## config.mk

```make
export PLATFORM = sky130hd
export DESIGN_NAME = pdcd_ram
export DESIGN_NICKNAME = d
export VERILOG_FILES = /design/src/hw/rtl/pdcd_ram.sv
export SDC_FILE = /design/constraint.sdc
export NUM_CORES = 1
export LEC_CHECK = 0
export ABC_AREA = 1
export BUFFER_PORTS_ARGS = -buffer_cell sky130_fd_sc_hd__buf_4
export CORE_ASPECT_RATIO = 0.6
export CORE_MARGIN = 10
export CORE_UTILIZATION = 35
export CTS_CLUSTER_SIZE = 10
export DETAILED_ROUTE_END_ITERATION = 8
export PLACE_DENSITY = 0.48
export SLEW_MARGIN = 20
export SYNTH_ARGS = -nofsm -noshare
export SYNTH_HDL_FRONTEND = slang
export SYNTH_SLANG_ARGS = --single-unit
```

## constraint.sdc

```tcl
create_clock -name clk -period 1.3 [get_ports clk]
set_input_delay 0.26 -clock clk [delete_from_list [all_inputs] [get_ports clk]]
set_output_delay 0.26 -clock clk [all_outputs]
set_load 0.02 [all_outputs]
```

## src/hw/rtl/pdcd_ram.sv

```systemverilog
module pdcd_ram #(
  parameter int WIDTH = 8,
  parameter int DEPTH = 16,
  localparam int AW = (DEPTH > 1) ? $clog2(DEPTH) : 1
) (
  input  logic             clk,
  input  logic             we,
  input  logic [AW-1:0]    waddr,
  input  logic [WIDTH-1:0] wdata,
  input  logic [AW-1:0]    raddr,
  output logic [WIDTH-1:0] rdata
);

  logic [WIDTH-1:0] mem [DEPTH];

  // read returns the old word on a same-address write
  always_ff @(posedge clk) begin
    if (we) begin
      mem[waddr] <= wdata;
    end
    rdata <= mem[raddr];
  end

endmodule

```

# ---- Yosys cells after proc, flatten, opt, wreduce, memory -nomap -nowiden
# Memories as Yosys holds them, arrays and structs flattened. A register that Yosys moved wholly into a read port is not among the register bits.
# Index checks and enable logic that the tools add are counted.
# Widths: inputs -> output; s select.
dict set report totals {
  register_bits 0
  ram_bits 128
  inputBits 18
  elab_cells 3
  n_memories 1
}
# memory depth word_bits rd rd_clocked_by_memory_dff wr line
set memory_table {}
lappend memory_table {mem 16 8 1 1 1 14} ;# logic [WIDTH-1:0] mem [DEPTH];
dict set report op_classes {
  muxes 2
}
# operator count
set op_table {}
lappend op_table {{$mux 1} 2}

# ---- Logic depth before layout (Yosys ltp)
dict set report depth {
  ltp_word 2
  ltp_mapped 8
  ltp_nobuf 7
}

# ---- Worst setup path after synthesis
# OpenSTA, ideal clock, no wires.
dict set report synth_timing {
  path_kind {input to register}
  from {input port waddr[3]}
  to {memory mem[4][0], enable pin}
  setup_time_ns 0.370
  arrival_time_ns 0.841
  path_slack_ns 0.089
  path_stages 2
  cell_sequence {nand3b_1 nor2_1}
}
# element line
set synth_rtl {}
lappend synth_rtl {{from (decl)} 8} ;# input logic [AW-1:0] waddr,
lappend synth_rtl {{to (decl)} 14}
# Straight into the memory's write port.

# ---- Final worst setup path
dict set report layout_timing {
  from {register rdata[2], read port of mem}
  to {output port rdata[2]}
}
# element line
set layout_rtl {}
lappend layout_rtl {{from (decl)} 11} ;# output logic [WIDTH-1:0] rdata
# No word-level cell between the ends.

==> reports/summary.txt <==
Outcome: completed
Worst hold stages: 1
Yosys warnings: 0
Final setup violation count: 0
Post-synthesis average cell area: 10.5 um^2
Max Fclk: 0.803 GHz
Syn Inst Count: 551
Initial antenna violation count: 0
Multiplexer share of the synthesized area: 0
Cell Pwr Density: 1470 nW/um^2
Post-CTS Hold Buffers: 0
Fin area: 6880 um^2
Yosys top cell by area: edfxtp_1
Worst r2r src: mem[13][0]$_DFFE_PP_
Global-route usage over all layers: 0.133
Worst-path clk slew: 0.06 ns
Initial drt markers: 269
DR WL/cell: 17.1 um
Crit path DAT: 0.98 ns
CTS max path bufs: 2
Area after DPL: 6320 um^2
CTS HTree Levels: 4
Final hold vios: 0
DPL Wire Length: 9.35 mm
MaxCap Viol Count: 0
Worst VDD drop: 0.915 mV
Die Area: 22200 um^2
Ranking of synthesized cells by area: edfxtp_1 67%, nand2_1 11%, nand3_1 8.4%
Fin Clk Skew: 0.0118 ns
Commonest non-fill, non-tap cell in the layout: nand2_1
Tcrit/Tclk final: 0.958
Post-CTS sizing: 0
R2R Setup Slk: 0.29 ns
# diodes: 0
RSZ-0062 raised after global routing: false
Xor/xnor cell area share of the yosys netlist: 0
Crit path kind: register to output pin
Num ports: 26
Vias: 3786
Synthesized area: 5770 um^2
Compound-cell area share of the yosys netlist: 0
Share of the synthesized area in the top cell type: 0.667
CTS tree: built
Synth Register Bits: 136
Setup bufs post-CTS: 0
CP peak stage delay: 0.40 ns
Critical path buffer and inverter count: 1
Core Region: 16200 um^2
Final nets: 619
Final core utilization: 0.426
Tightest Pin Transition: 0.357 ns
Die width: 186 um
Clk_lat worst skew: 0.42 ns
CTS sink cnt: 136
Chip height: 119 um
Type of origin of the critical path: register
DR DRC count: 0
Fill count: 1530
GRT overflow: 0
R2R Path End: rdata[0]$_DFF_P_
Vias in the first global route: 3793
Hold EP: mem[1][2]$_DFFE_PP_
Crit path max fanout: 1
Root buffer cell: clkbuf_16
RD Place Congestion: 0.801
Req. time, crit path: 1.04 ns
Syn nets: 569
Layout cells sized above 1: 0.142
Most frequent cells in the layout: 173 x nand2_1, 128 x edfxtp_1, 100 x inv_1, 97 x nand3_1, 51 x buf_4
Hold crit path type: input pin to register
Routed WL: 14.1 mm
DR pass1 iterations: 5
Final ANT Viol Nets: 0
TritonCTS buffer count: 17
Slew Limit Fails: 0
Leakage: 0.00297 uW
Vias/cell: 4.60
# port buffers: 25
Main combinational cell family by area after synthesis: simple AND/OR/NAND/NOR gates
Global-route wire length before repair: 22.1 mm
Pin count of the biggest net entering global routing: 36
Layout area overhead: 19.3%
Sequential fraction of the synthesis area: 0.694
Slowest cell on the critical path: dfxtp_1
Crit. End Element: output pin
Critical Path, Cell by Cell: buf_4
Row count: 36
Initial core utilization: 0.357
Post-Synth Simple-Gate Area: 0.210
R2R depth: 6
Crit-path leading delay family: flip-flops
Fin crit period: 1.24 ns
Min-delay src: wdata[2]
Synth unique cells: 12
Post-synthesis adder-cell area fraction: 0
Slew headroom: 0.762
==> through the flow <==
step	setup WS (ns)	instances	total power, uW	hold WS, ns	TNS (ns)
4_1_cts	0.0336	823	10200	0.181	0
6_report	0.0551	823	10100	0.184	0
2_1_floorplan	0.0892	551	5400	0.359	0
5_1_grt	0.0236	823	10500	0.187	0
3_3_place_gp	-0.0343	791	5730	0.610	-0.302
3_5_place_dp	-0.0774	791	5730	0.615	-0.707
==> metal layers <==
| metal | GRT usage | vias up | share of wire |
|---|---|---|---|
| li1 | - | 1873 | - |
| met1 | 0.196 | 1815 | 0.51 |
| met2 | 0.189 | 88 | 0.42 |
| met3 | 0.0349 | 10 | 0.057 |
| met4 | 0.0351 | 0 | 0.0082 |
| met5 | 0 | - | 0 |
==> worst max path at each step <==
stage / startpoint / to / cells after the start
5_1_grt: rdata[2]$_DFF_P_ / rdata[2] / 1
6_report: rdata[2]$_DFF_P_ / rdata[2] / 1
4_1_cts: rdata[2]$_DFF_P_ / rdata[2] / 1
2_1_floorplan: waddr[3] / mem[4][0]$_DFFE_PP_ / 2
3_3_place_gp: raddr[0] / rdata[0]$_DFF_P_ / 8
3_5_place_dp: waddr[3] / mem[7][7]$_DFFE_PP_ / 4
==> cells by family (layout without fill, tap and decap cells) <==
| group | count (synthesis) | in the layout |
|---|---|---|
| and+or+nand+nor | 289 | 289 |
| DFF | 136 | 136 |
| buffers and inverters | 126 | 189 |
==> registers in the layout, summed over array words and instances, names as in the netlist <==
signal	flops
mem	128
rdata	8
==> final cells by class <==
cell class	count	area (um^2)	share of cell area
clock buffers	19	433	0.0629
clock inverters	13	124	0.0180
inverters	102	383	0.0556
multi-input cells	289	1210	0.176
flip-flops and latches	136	4000	0.582
well taps	209	262	0.0380
repair buffers	55	463	0.0673
==> cell usage after synthesis <==
library cell,number
edfxtp_1,128
buf_4,4
inv_2,2
buf_2,13
nand2_1,173
inv_1,100
nor2_1,17
dfxtp_1,8
nand3b_1,2
buf_1,1
buf_6,6
nand3_1,97
==> power by group <==
group,switching [uW],internal (uW),total [uW]
combinational,449,231,680
sequential,43.0,4900,4940
clock,1850,2640,4490
No activity file was read; power rests on OpenSTA's default activity.
