$ cat src/hw/rtl/pdcd_pkg.sv
package pdcd_pkg;

  localparam int NUM_ENTRIES_DEF = 64;
  localparam int NUM_DEVICES     = 64;

  localparam int IDX_W  = 6;
  localparam int DEV_W  = 6;
  localparam int OFF_W  = 3;
  localparam int LEN_W  = 7;
  localparam int DATA_W = 64;
  localparam int HI_W   = 8;

  // field lengths that compare as signed values (8, 16, 32), and the widest field length
  localparam logic [LEN_W-1:0] LEN_S8  = LEN_W'(8);
  localparam logic [LEN_W-1:0] LEN_S16 = LEN_W'(16);
  localparam logic [LEN_W-1:0] LEN_S32 = LEN_W'(32);
  localparam logic [LEN_W-1:0] LEN_MAX = LEN_W'(64);

  typedef enum logic {
    REQ_REGISTER = 1'b0,
    REQ_CHECK    = 1'b1
  } req_kind_t;

  typedef enum logic [2:0] {
    OUT_REGISTERED   = 3'd0,
    OUT_UNREGISTERED = 3'd1,
    OUT_OUTPUT       = 3'd2,
    OUT_RATE_LIMITED = 3'd3,
    OUT_INITIAL      = 3'd4,
    OUT_CHANGED      = 3'd5,
    OUT_UNCHANGED    = 3'd6
  } outcome_t;

  typedef struct packed {
    req_kind_t          req_type;
    logic [IDX_W-1:0]   slot;
    logic [DEV_W-1:0]   device_index;
    logic [OFF_W-1:0]   start_bit;
    logic [LEN_W-1:0]   field_len;
    logic               out_only;
    logic [DATA_W-1:0]  deadband;
    logic [DATA_W-1:0]  hold_off_ns;
    logic [DATA_W-1:0]  now_ns;
    logic [DATA_W-1:0]  window_lo;
    logic [HI_W-1:0]    window_hi;
  } req_t;

  typedef struct packed {
    outcome_t           outcome;
    logic [IDX_W-1:0]   report_entry;
    logic [DEV_W-1:0]   report_device;
    logic [DATA_W-1:0]  report_value;
  } rsp_t;

  // one table entry as held in the entry memory
  typedef struct packed {
    logic [OFF_W-1:0]   start_bit;
    logic [LEN_W-1:0]   field_len;
    logic               out_only;
    logic [DEV_W-1:0]   device;
    logic [DATA_W-1:0]  deadband;
    logic [DATA_W-1:0]  interval;
    logic [DATA_W-1:0]  shadow;
    logic [DATA_W-1:0]  last_time;
    logic               seen;
  } entry_t;

  localparam int ENTRY_W = $bits(entry_t);

  typedef struct packed {
    rsp_t    rsp;
    logic    wr_en;
    logic    set_valid;
    entry_t  wr_word;
  } eval_t;

endpackage

$ cat src/hw/rtl/pdcd_eval.sv
module pdcd_eval import pdcd_pkg::*; (
  input  req_t   item,
  input  logic   in_range,
  input  logic   entry_on,
  input  entry_t word,
  output eval_t  res
);

  function automatic logic [DATA_W:0] widen(logic [DATA_W-1:0] v, logic [LEN_W-1:0] len);
    logic [DATA_W:0] w;
    case (len)
      LEN_S8:  w = {{(DATA_W-7){v[7]}}, v[7:0]};
      LEN_S16: w = {{(DATA_W-15){v[15]}}, v[15:0]};
      LEN_S32: w = {{(DATA_W-31){v[31]}}, v[31:0]};
      default: w = {1'b0, v};
    endcase
    return w;
  endfunction

  logic [DATA_W+HI_W-1:0] win_shifted;
  logic [DATA_W-1:0]      len_mask;
  logic [DATA_W-1:0]      cur;
  logic [DATA_W:0]        diff;
  logic [DATA_W-1:0]      mag;
  logic [DATA_W-1:0]      age;
  logic                   beats;

  // field extraction at stored offset and length
  always_comb begin
    win_shifted = {item.window_hi, item.window_lo} >> word.start_bit;
    if (word.field_len == '0 || word.field_len > LEN_MAX) begin
      len_mask = '0;
    end else if (word.field_len == LEN_MAX) begin
      len_mask = '1;
    end else begin
      len_mask = ~({DATA_W{1'b1}} << word.field_len);
    end
    cur = win_shifted[DATA_W-1:0] & len_mask;
  end

  // magnitude of change, one bit wider so unsigned fields cannot overflow
  always_comb begin
    diff  = widen(cur, word.field_len) - widen(word.shadow, word.field_len);
    mag   = diff[DATA_W] ? DATA_W'(-diff) : diff[DATA_W-1:0];
    beats = mag > word.deadband;
    age   = item.now_ns - word.last_time;
  end

  always_comb begin
    res                    = '0;
    res.wr_word            = word;
    res.rsp.outcome        = OUT_UNREGISTERED;
    res.rsp.report_entry   = item.slot;
    if (!in_range) begin
      res.rsp.outcome = OUT_UNREGISTERED;
    end else if (item.req_type == REQ_REGISTER) begin
      if (32'(item.device_index) >= NUM_DEVICES) begin
        res.rsp.outcome = OUT_UNREGISTERED;
      end else begin
        res.wr_word.start_bit  = item.start_bit;
        res.wr_word.field_len  = item.field_len;
        res.wr_word.out_only   = item.out_only;
        res.wr_word.device     = item.device_index;
        res.wr_word.deadband   = item.deadband;
        res.wr_word.interval   = item.hold_off_ns;
        res.wr_word.shadow     = '0;
        res.wr_word.last_time  = '0;
        res.wr_word.seen       = 1'b0;
        res.wr_en              = 1'b1;
        res.set_valid          = 1'b1;
        res.rsp.outcome        = OUT_REGISTERED;
        res.rsp.report_device  = item.device_index;
      end
    end else if (!entry_on) begin
      res.rsp.outcome = OUT_UNREGISTERED;
    end else begin
      res.rsp.report_device = word.device;
      if (word.out_only) begin
        res.rsp.outcome = OUT_OUTPUT;
      end else if (age < word.interval) begin
        res.rsp.outcome = OUT_RATE_LIMITED;
      end else if (!word.seen || beats) begin
        res.rsp.outcome       = word.seen ? OUT_CHANGED : OUT_INITIAL;
        res.rsp.report_value  = cur;
        res.wr_word.shadow    = cur;
        res.wr_word.last_time = item.now_ns;
        res.wr_word.seen      = 1'b1;
        res.wr_en             = 1'b1;
      end else begin
        res.rsp.outcome = OUT_UNCHANGED;
      end
    end
  end

endmodule
$ cat config.mk
export PLATFORM = sky130hd
export DESIGN_NAME = pdcd_eval
export DESIGN_NICKNAME = d
export VERILOG_FILES = /design/src/hw/rtl/pdcd_pkg.sv /design/src/hw/rtl/pdcd_eval.sv
export SDC_FILE = /design/constraint.sdc
export NUM_CORES = 1
export LEC_CHECK = 0
export BUFFER_PORTS_ARGS = -buffer_cell sky130_fd_sc_hd__buf_2
export CAP_MARGIN = 20
export CORE_AREA = 2 2 355 357
export DETAILED_ROUTE_END_ITERATION = 10
export DIE_AREA = 0 0 357 359
export SYNTH_ARGS = -nofsm -noshare
export SYNTH_HDL_FRONTEND = slang
export SYNTH_SLANG_ARGS = --single-unit
$ cat constraint.sdc
create_clock -name vclk -period 14.3
set_input_delay 2.145 -clock vclk [all_inputs]
set_output_delay 2.145 -clock vclk [all_outputs]
set_load 0.005 [all_outputs]
# Yosys cells after proc, flatten, opt, wreduce, memory -nomap -nowiden
# Index checks and enable logic that the tools add are counted.
# totals
input_bits	564
mem_count	0
latch_bits	0
mem_bits_ro	0
reg_bits	0
output_inout_bits	355
ram_bits	0
# op_classes
eq_ne	4
n_mux	26
n_lt_le_gt_ge	3
multipliers	0
bitwise_logic	2
shift	2
n_reduce_logical	4
div_mod_pow	0
add_sub_neg	3
# ops
op	n
$mux W129	5
$pmux W65 S3	2
$mux W346	1
$mux W64	4
$mux W65	3
$mux W146	1
$shr A72 B3 Y64	1
$mux W71	1
$sub A65 B65 Y65	1
$and A64 B64 Y64	1
$gt A64 B64 Y1	1
$lt A64 B64 Y1	1
$neg A64 Y64	1
$not A64 Y64	1
$shl A64 B7 Y64 const A	1
$sub A64 B64 Y64	1
$mux W3	5
$eq A7 B4 Y1 const B	1
$eq A7 B5 Y1 const B	1
$eq A7 B6 Y1 const B	1
$eq A7 B7 Y1 const B	1
$gt A7 B7 Y1 const B	1
$logic_not A7 Y1	1
$mux W6	1
4 further kinds	6

# Longest topological paths before layout
# Gate-level depths: netlist of the first run.
# depth
ltp_word	17
mapped_depth	45

# Worst setup path before layout of the first run
# OpenSTA, ideal clock, no wires.
# synth_path
path_type	input to output
start	input word[272] (netlist name)
end	output res[120] (netlist name)
arrival_ns	10.726
setup_slack_ns	1.429
stages	43
required_time_ns	12.155
cell_sequence	clkbuf_1 > clkbuf_1 > clkbuf_1 > buf_1 > mux2i_1 > a21oi_1 > mux2i_1 > a21oi_1 > nand2_1 > nand2_1 > ha_1 > clkbuf_1 > a21oi_1 > o211ai_1 > nor3_1 > o21a_1 > nor2_1 > and4_1 > [... 7 more ...] > nor2_1 > xor2_1 > ha_1 > a21o_1 > a21o_1 > a21o_1 > a21o_1 > a21o_1 > a21o_1 > a21oi_1 > or3_1 > nand4bb_1 > a211oi_1 > nor4b_1 > o21ai_0 > clkbuf_1 > clkbuf_1 > a21o_1
# synth_rtl
item	line	source
start: declaration	pdcd_eval.sv:5	input entry_t word,
end: declaration	pdcd_eval.sv:6	output eval_t res

==> impl_metrics.py, run 1 <==
metrics = {
    "synth": {
        "post_synth_instance_area_um2": 19000,
        "post_synth_num_cell_types": 90,
        "synth_sequential_area_ratio": 0,
        "synthesis.yosys.warnings": 0,
        "synthCells": 3007,
        "avgSynthCellArea_um2": 6.31,
        "syn-num-nets": 3828,
    },
    "pwr": {
        "power_density_nw_per_um2": 48.9,
        "vdd.ir_drop.worst_v": 0.0000350,
        "post-layout-total-power_mw": 1.35,
        "total_leakage_power_nw": 14.8,
    },
    "placement": {
        "finalWeightedCongestion": 0.989,
        "port_buffers": 906,
        "placed_cells": 5711,
        "place_area_um2": 27500,
        "detailedPlacementHpwl_mm": 133,
    },
    "global_route": {
        "wire_length_of_the_first_global_routing_pass_mm": 194,
        "number_of_global_route_vias_before_repair": 25900,
        "grt_use_total": 0.213,
        "maximum_number_of_pins_on_one_net_before_global_route_repair": 110,
        "grt_remaining_overflow": 0,
        "antenna_found_initial": 86,
    },
    "min_path": {
        "hold_path.class": "in -> out",
        "hp-start": "item[283]",
        "whs_path_depth": 0,
        "min_to": "res[348]",
    },
    "timing": {
        "final-max-slew-violation-count": 0,
        "timing.final.setup_violations": 0,
        "tightest_slew_ps": 960,
        "max-slew-margin-rel": 0.354,
        "grt_setup_unrepaired": "no",
        "finalCriticalPeriod_ps": 13740,
        "period_share": 0.961,
        "setup-tns-final_ps": 0,
        "max_clock_freq_mhz": 72.8,
        "hold_violations": 0,
    },
    "worst_setup_path": {
        "critPathMaxFanout": 25,
        "timing.critical_path.to_type": "output port",
        "cp-start-kind": "input pin",
        "cp.required_ps": 12150,
        "cp.arrival_ps": 11590,
        "crit_type": "in -> out",
        "cp_slowest_stage_delay_ps": 590,
        "cpMostUsedCell": "buf_4",
        "crit_slowest_cell": "or4_4",
    },
    "finish": {
        "seq_cells": 0,
        "sequential_cell_area_um2": 0,
        "most-common-layout-cells": "buf_2 (905), nand2_1 (409), o21ai_0 (315), buf_4 (303), ha_1 (255)",
        "final_cell_count_no_fill": 5742,
        "layout-drive-gt1-share": 0.324,
        "nets": 4884,
        "final_core_util": 0.221,
        "stdcell_area_um2": 27600,
        "nFillCells": 14400,
        "flow.area_growth_from_synthesis_pct": 45.3,
        "clkbuf_count": 0,
        "multi_input_area_um2": 17400,
        "final_common_cell": "buf_2",
    },
    "die": {
        "die_area_um2": 128000,
        "dieHeight_um": 359,
        "initial_utilization": 0.152,
        "floorplan.core_area_um2": 125000,
        "die-width_um": 357,
        "placement_rows": 130,
        "total_i_o_pin_count": 919,
    },
    "route": {
        "drtIter0Drc": 2023,
        "detail-route-antenna-nets": 0,
        "drtPass1Iterations": 5,
        "dr_total_vias": 27100,
        "drt_drc_violations_left": 0,
        "wl_per_cell_um": 25.2,
        "viasPerCell": 4.73,
        "routed_wl_mm": 145,
    },
    "clock_tree": {
        "cts_setup_buffers": 0,
        "cts_repair_resize_count": 0,
        "cts.hold.buffers_added": 0,
    },
    "job": {
        "maxCapViolations": 0,
    },
    "outcome": {
        "result_of_the_run": "complete, no violations",
    },
}
## power breakdown
group	total (mW)	switching (mW)	internal [mW]	leakage, nW
registers	0	0	0	0
clock network	0.000000227	0	0.000000227	0.000195
logic	1.35	0.774	0.576	14.8
total	1.35	0.774	0.576	14.8
## metal layers
layer / wire [um] / global-route usage / vias up
met5: 114 / 0 / -
met4: 4510 / 0.0657 / 18
met3: 10300 / 0.0321 / 204
met2: 68900 / 0.369 / 1198
met1: 60800 / 0.269 / 12800
li1: - / - / 13000
## through the flow
step           hold WS [ps]  setup slack (ps)
2_1_floorplan          4370              1430
3_3_place_gp           4290               174
3_5_place_dp           4290               264
4_1_cts                4290               228
5_1_grt                4290              36.7
6_report               4290               561
## worst max-delay path by stage
stage / from / end / slack, ps
after floorplan: word[272] / res[120] / 1430
after global placement: word[267] / res[49] / 170
after detailed placement: word[267] / res[300] / 260
after CTS: word[267] / res[300] / 230
after global routing: word[272] / res[75] / 40
final: word[264] / res[300] / 560
## worst max-delay path: cells and delay by family
family | cells | cell delay (ps)
AND/OR/NAND/NOR | 18 | 4540
AO/OA/AOI/OAI | 11 | 2040
buffers and inverters | 9 | 1590
adder cells (fa/ha/maj) | 2 | 700
XOR/XNOR | 2 | 500
## kinds of logic after synthesis
family | share of synthesized area
fa+ha+maj | 0.170
xor+xnor | 0.0784
mux | 0.0594
compound gates | 0.364
simple gates | 0.242
buf+inv | 0.0862
## cell type report
cell class,count,share of cell area
diodes,31,0.00281
well taps,1650,0.0748
inverters,247,0.0337
multi-input cells,2591,0.631
repair buffers,1223,0.257
## Yosys cell counts, drive strengths merged, types with 8 or more instances
| master | n | share of area |
|---|---|---|
| nand2 | 409 | 0.081 |
| o21ai | 318 | 0.084 |
| ha | 255 | 0.17 |
| a21oi | 246 | 0.065 |
| inv | 246 | 0.049 |
| nor2 | 232 | 0.047 |
| a21o | 169 | 0.067 |
| clkbuf | 130 | 0.026 |
| xnor2 | 104 | 0.048 |
| xor2 | 66 | 0.030 |
| a22o | 65 | 0.030 |
| nor3 | 55 | 0.015 |
| mux2i | 53 | 0.028 |
| nor2b | 51 | 0.017 |
| nand3 | 48 | 0.013 |
| nand4 | 47 | 0.016 |
| buf | 39 | 0.012 |
| mux2 | 37 | 0.022 |
| o21a | 34 | 0.013 |
| a31oi | 31 | 0.010 |
| nand2b | 29 | 0.0096 |
| o211ai | 26 | 0.010 |
| a211oi | 25 | 0.0099 |
| and2 | 24 | 0.0080 |
| o21bai | 21 | 0.0083 |
| o31ai | 21 | 0.0083 |
| or3 | 20 | 0.0071 |
| and3 | 16 | 0.0053 |
| o221ai | 15 | 0.0069 |
| or2 | 12 | 0.0040 |
| a21boi | 10 | 0.0042 |
| a221oi | 9 | 0.0042 |
| and4 | 9 | 0.0042 |
| nor4 | 9 | 0.0030 |
| o2111ai | 9 | 0.0042 |
| o41ai | 9 | 0.0042 |
| mux4 | 8 | 0.0095 |
| o31a | 8 | 0.0037 |
No activity file was read; power rests on OpenSTA's default activity.
==> run 2, diff against run 1 <==
clock period = 12.7 ns   (was 14.3 ns; I/O delays follow)
==> run 2 against run 1 <==
Against the previous run: core utilization up 1.5 points; global-route usage is 0.40 points higher; sequential share of layout area unchanged; combinational power is 21% higher; first-iteration DRC count is 9.3% higher; critical endpoint is now res[315]; die area stayed put; worst setup slack worse by 170 ps; cell count is 3.6% higher.
==> impl_metrics.py, run 2 (synthesis gave the netlist of run 1 again) <==
metrics = {
    "outcome": {
        "result_of_the_run": "complete, no violations",
    },
    "die": {
        "floorplan.core_area_um2": 125000,
        "total_i_o_pin_count": 919,
        "placement_rows": 130,
        "initial_utilization": 0.152,
        "die-width_um": 357,
        "die_area_um2": 128000,
        "dieHeight_um": 359,
    },
    "route": {
        "drt_drc_violations_left": 0,
        "drtPass1Iterations": 5,
        "viasPerCell": 4.69,
        "dr_total_vias": 27900,
        "wl_per_cell_um": 24.7,
        "routed_wl_mm": 147,
        "drtIter0Drc": 2212,
        "detail-route-antenna-nets": 0,
    },
    "timing": {
        "max-slew-margin-rel": 0.352,
        "period_share": 0.969,
        "finalCriticalPeriod_ps": 12310,
        "final-max-slew-violation-count": 0,
        "tightest_slew_ps": 961,
        "setup-tns-final_ps": 0,
        "max_clock_freq_mhz": 81.3,
        "hold_violations": 0,
        "timing.final.setup_violations": 0,
        "finalWorstSetupSlack_ps": 394,
    },
    "placement": {
        "placed_cells": 5898,
        "port_buffers": 906,
        "finalWeightedCongestion": 0.983,
        "place_worst_setup_slack_ps": -290,
        "detailedPlacementHpwl_mm": 134,
    },
    "finish": {
        "final_common_cell": "buf_2",
        "layout-drive-gt1-share": 0.366,
        "sequential_cell_area_um2": 0,
        "nFillCells": 14300,
        "nets": 5077,
        "flow.area_growth_from_synthesis_pct": 55.1,
        "multi_input_area_um2": 17700,
        "seq_cells": 0,
        "clkbuf_count": 0,
        "final_cell_count_no_fill": 5947,
        "most-common-layout-cells": "buf_2 (905), buf_4 (487), nand2_1 (406), o21ai_0 (312), ha_1 (251)",
    },
    "worst_setup_path": {
        "cp_slowest_stage_delay_ps": 540,
        "cp-start-kind": "input pin",
        "crit_type": "in -> out",
        "cp.required_ps": 10800,
        "critPathMaxFanout": 25,
        "timing.critical_path.to_type": "output port",
        "crit_slowest_cell": "or4b_4",
        "cp.arrival_ps": 10400,
        "cpMostUsedCell": "buf_4",
        "worst_setup_path_startpoint": "word[267]",
    },
    "min_path": {
        "whs_path_depth": 0,
        "min_to": "res[348]",
        "hold_path.class": "in -> out",
        "hp-start": "item[283]",
    },
    "global_route": {
        "wire_length_of_the_first_global_routing_pass_mm": 199,
        "grt_use_total": 0.217,
        "antenna_found_initial": 85,
        "maximum_number_of_pins_on_one_net_before_global_route_repair": 168,
        "grt_remaining_overflow": 0,
        "number_of_global_route_vias_before_repair": 26800,
    },
    "pwr": {
        "total_leakage_power_nw": 15.8,
        "power_density_nw_per_um2": 55.6,
        "vdd.ir_drop.worst_v": 0.0000300,
    },
    "job": {
        "maxCapViolations": 0,
    },
}
[run 2: cell count changes in the layout (fill, tap and decap cells not counted), sizes merged]
cell and delta:
diode +12, clkinvlp -1, buf +192, bufbuf +1, clkinv +1
[run 2: power by group]
part / switching, mW / total (mW) / internal, mW
Sequential: 0 / 0 / 0
Clock: 0 / 0.000000461 / 0.000000461
Combinational: 0.903 / 1.64 / 0.736
[run 2: how the worst max path moves through the flow]
stage | slack [ps] | to | cells after the start
after CTS | 40 | res[75] | 42
after floorplan | 310 | res[120] | 43
after global placement | -280 | res[300] | 41
after detailed placement | -290 | res[128] | 42
after global routing | -6 | res[55] | 47
final | 390 | res[315] | 44
[run 2: layout make-up]
cell class                 instances  area share
timing repair buffer            1416       0.293
tap                             1650      0.0701
antenna                           43     0.00365
inverter                         247      0.0315
multi-input combinational       2591       0.602
[run 2: repair_timing]
action / CTS / global route
setup endpoints to repair: 192 / 193
buffers inserted: 2 / 3
hold buffers: 0 / 0
cloned: 1 / 0
gates resized for setup: 13 / 62
pin swaps: 1 / 9
[run 2: metal layers]
metal,wire (um),GRT usage,up-vias
li1,-,-,13400
met1,62400,0.273,13200
met2,69800,0.378,1127
met3,10100,0.0355,195
met4,4630,0.0608,14
met5,84,0,-
[run 2: worst max-delay path: cells and delay by family]
| kind | cells | cell delay, ps |
|---|---|---|
| buffers and inverters | 12 | 1850 |
| and+or+nand+nor | 16 | 3480 |
| AOI/OAI and AO/OA | 12 | 2070 |
| xor gates and xnor gates | 2 | 450 |
| adders and majority gates | 2 | 630 |
[run 2: stage by stage]
step	hold slack (ps)	util	total power, mW	cell area (um2)
floorplan	3890	-	0.863	19000
global placement	3810	0.232	1.59	28900
detailed placement	3810	0.232	1.60	28900
CTS	3810	0.233	1.61	29000
global route	3810	0.236	1.80	29400
finish	3810	0.236	1.64	29500
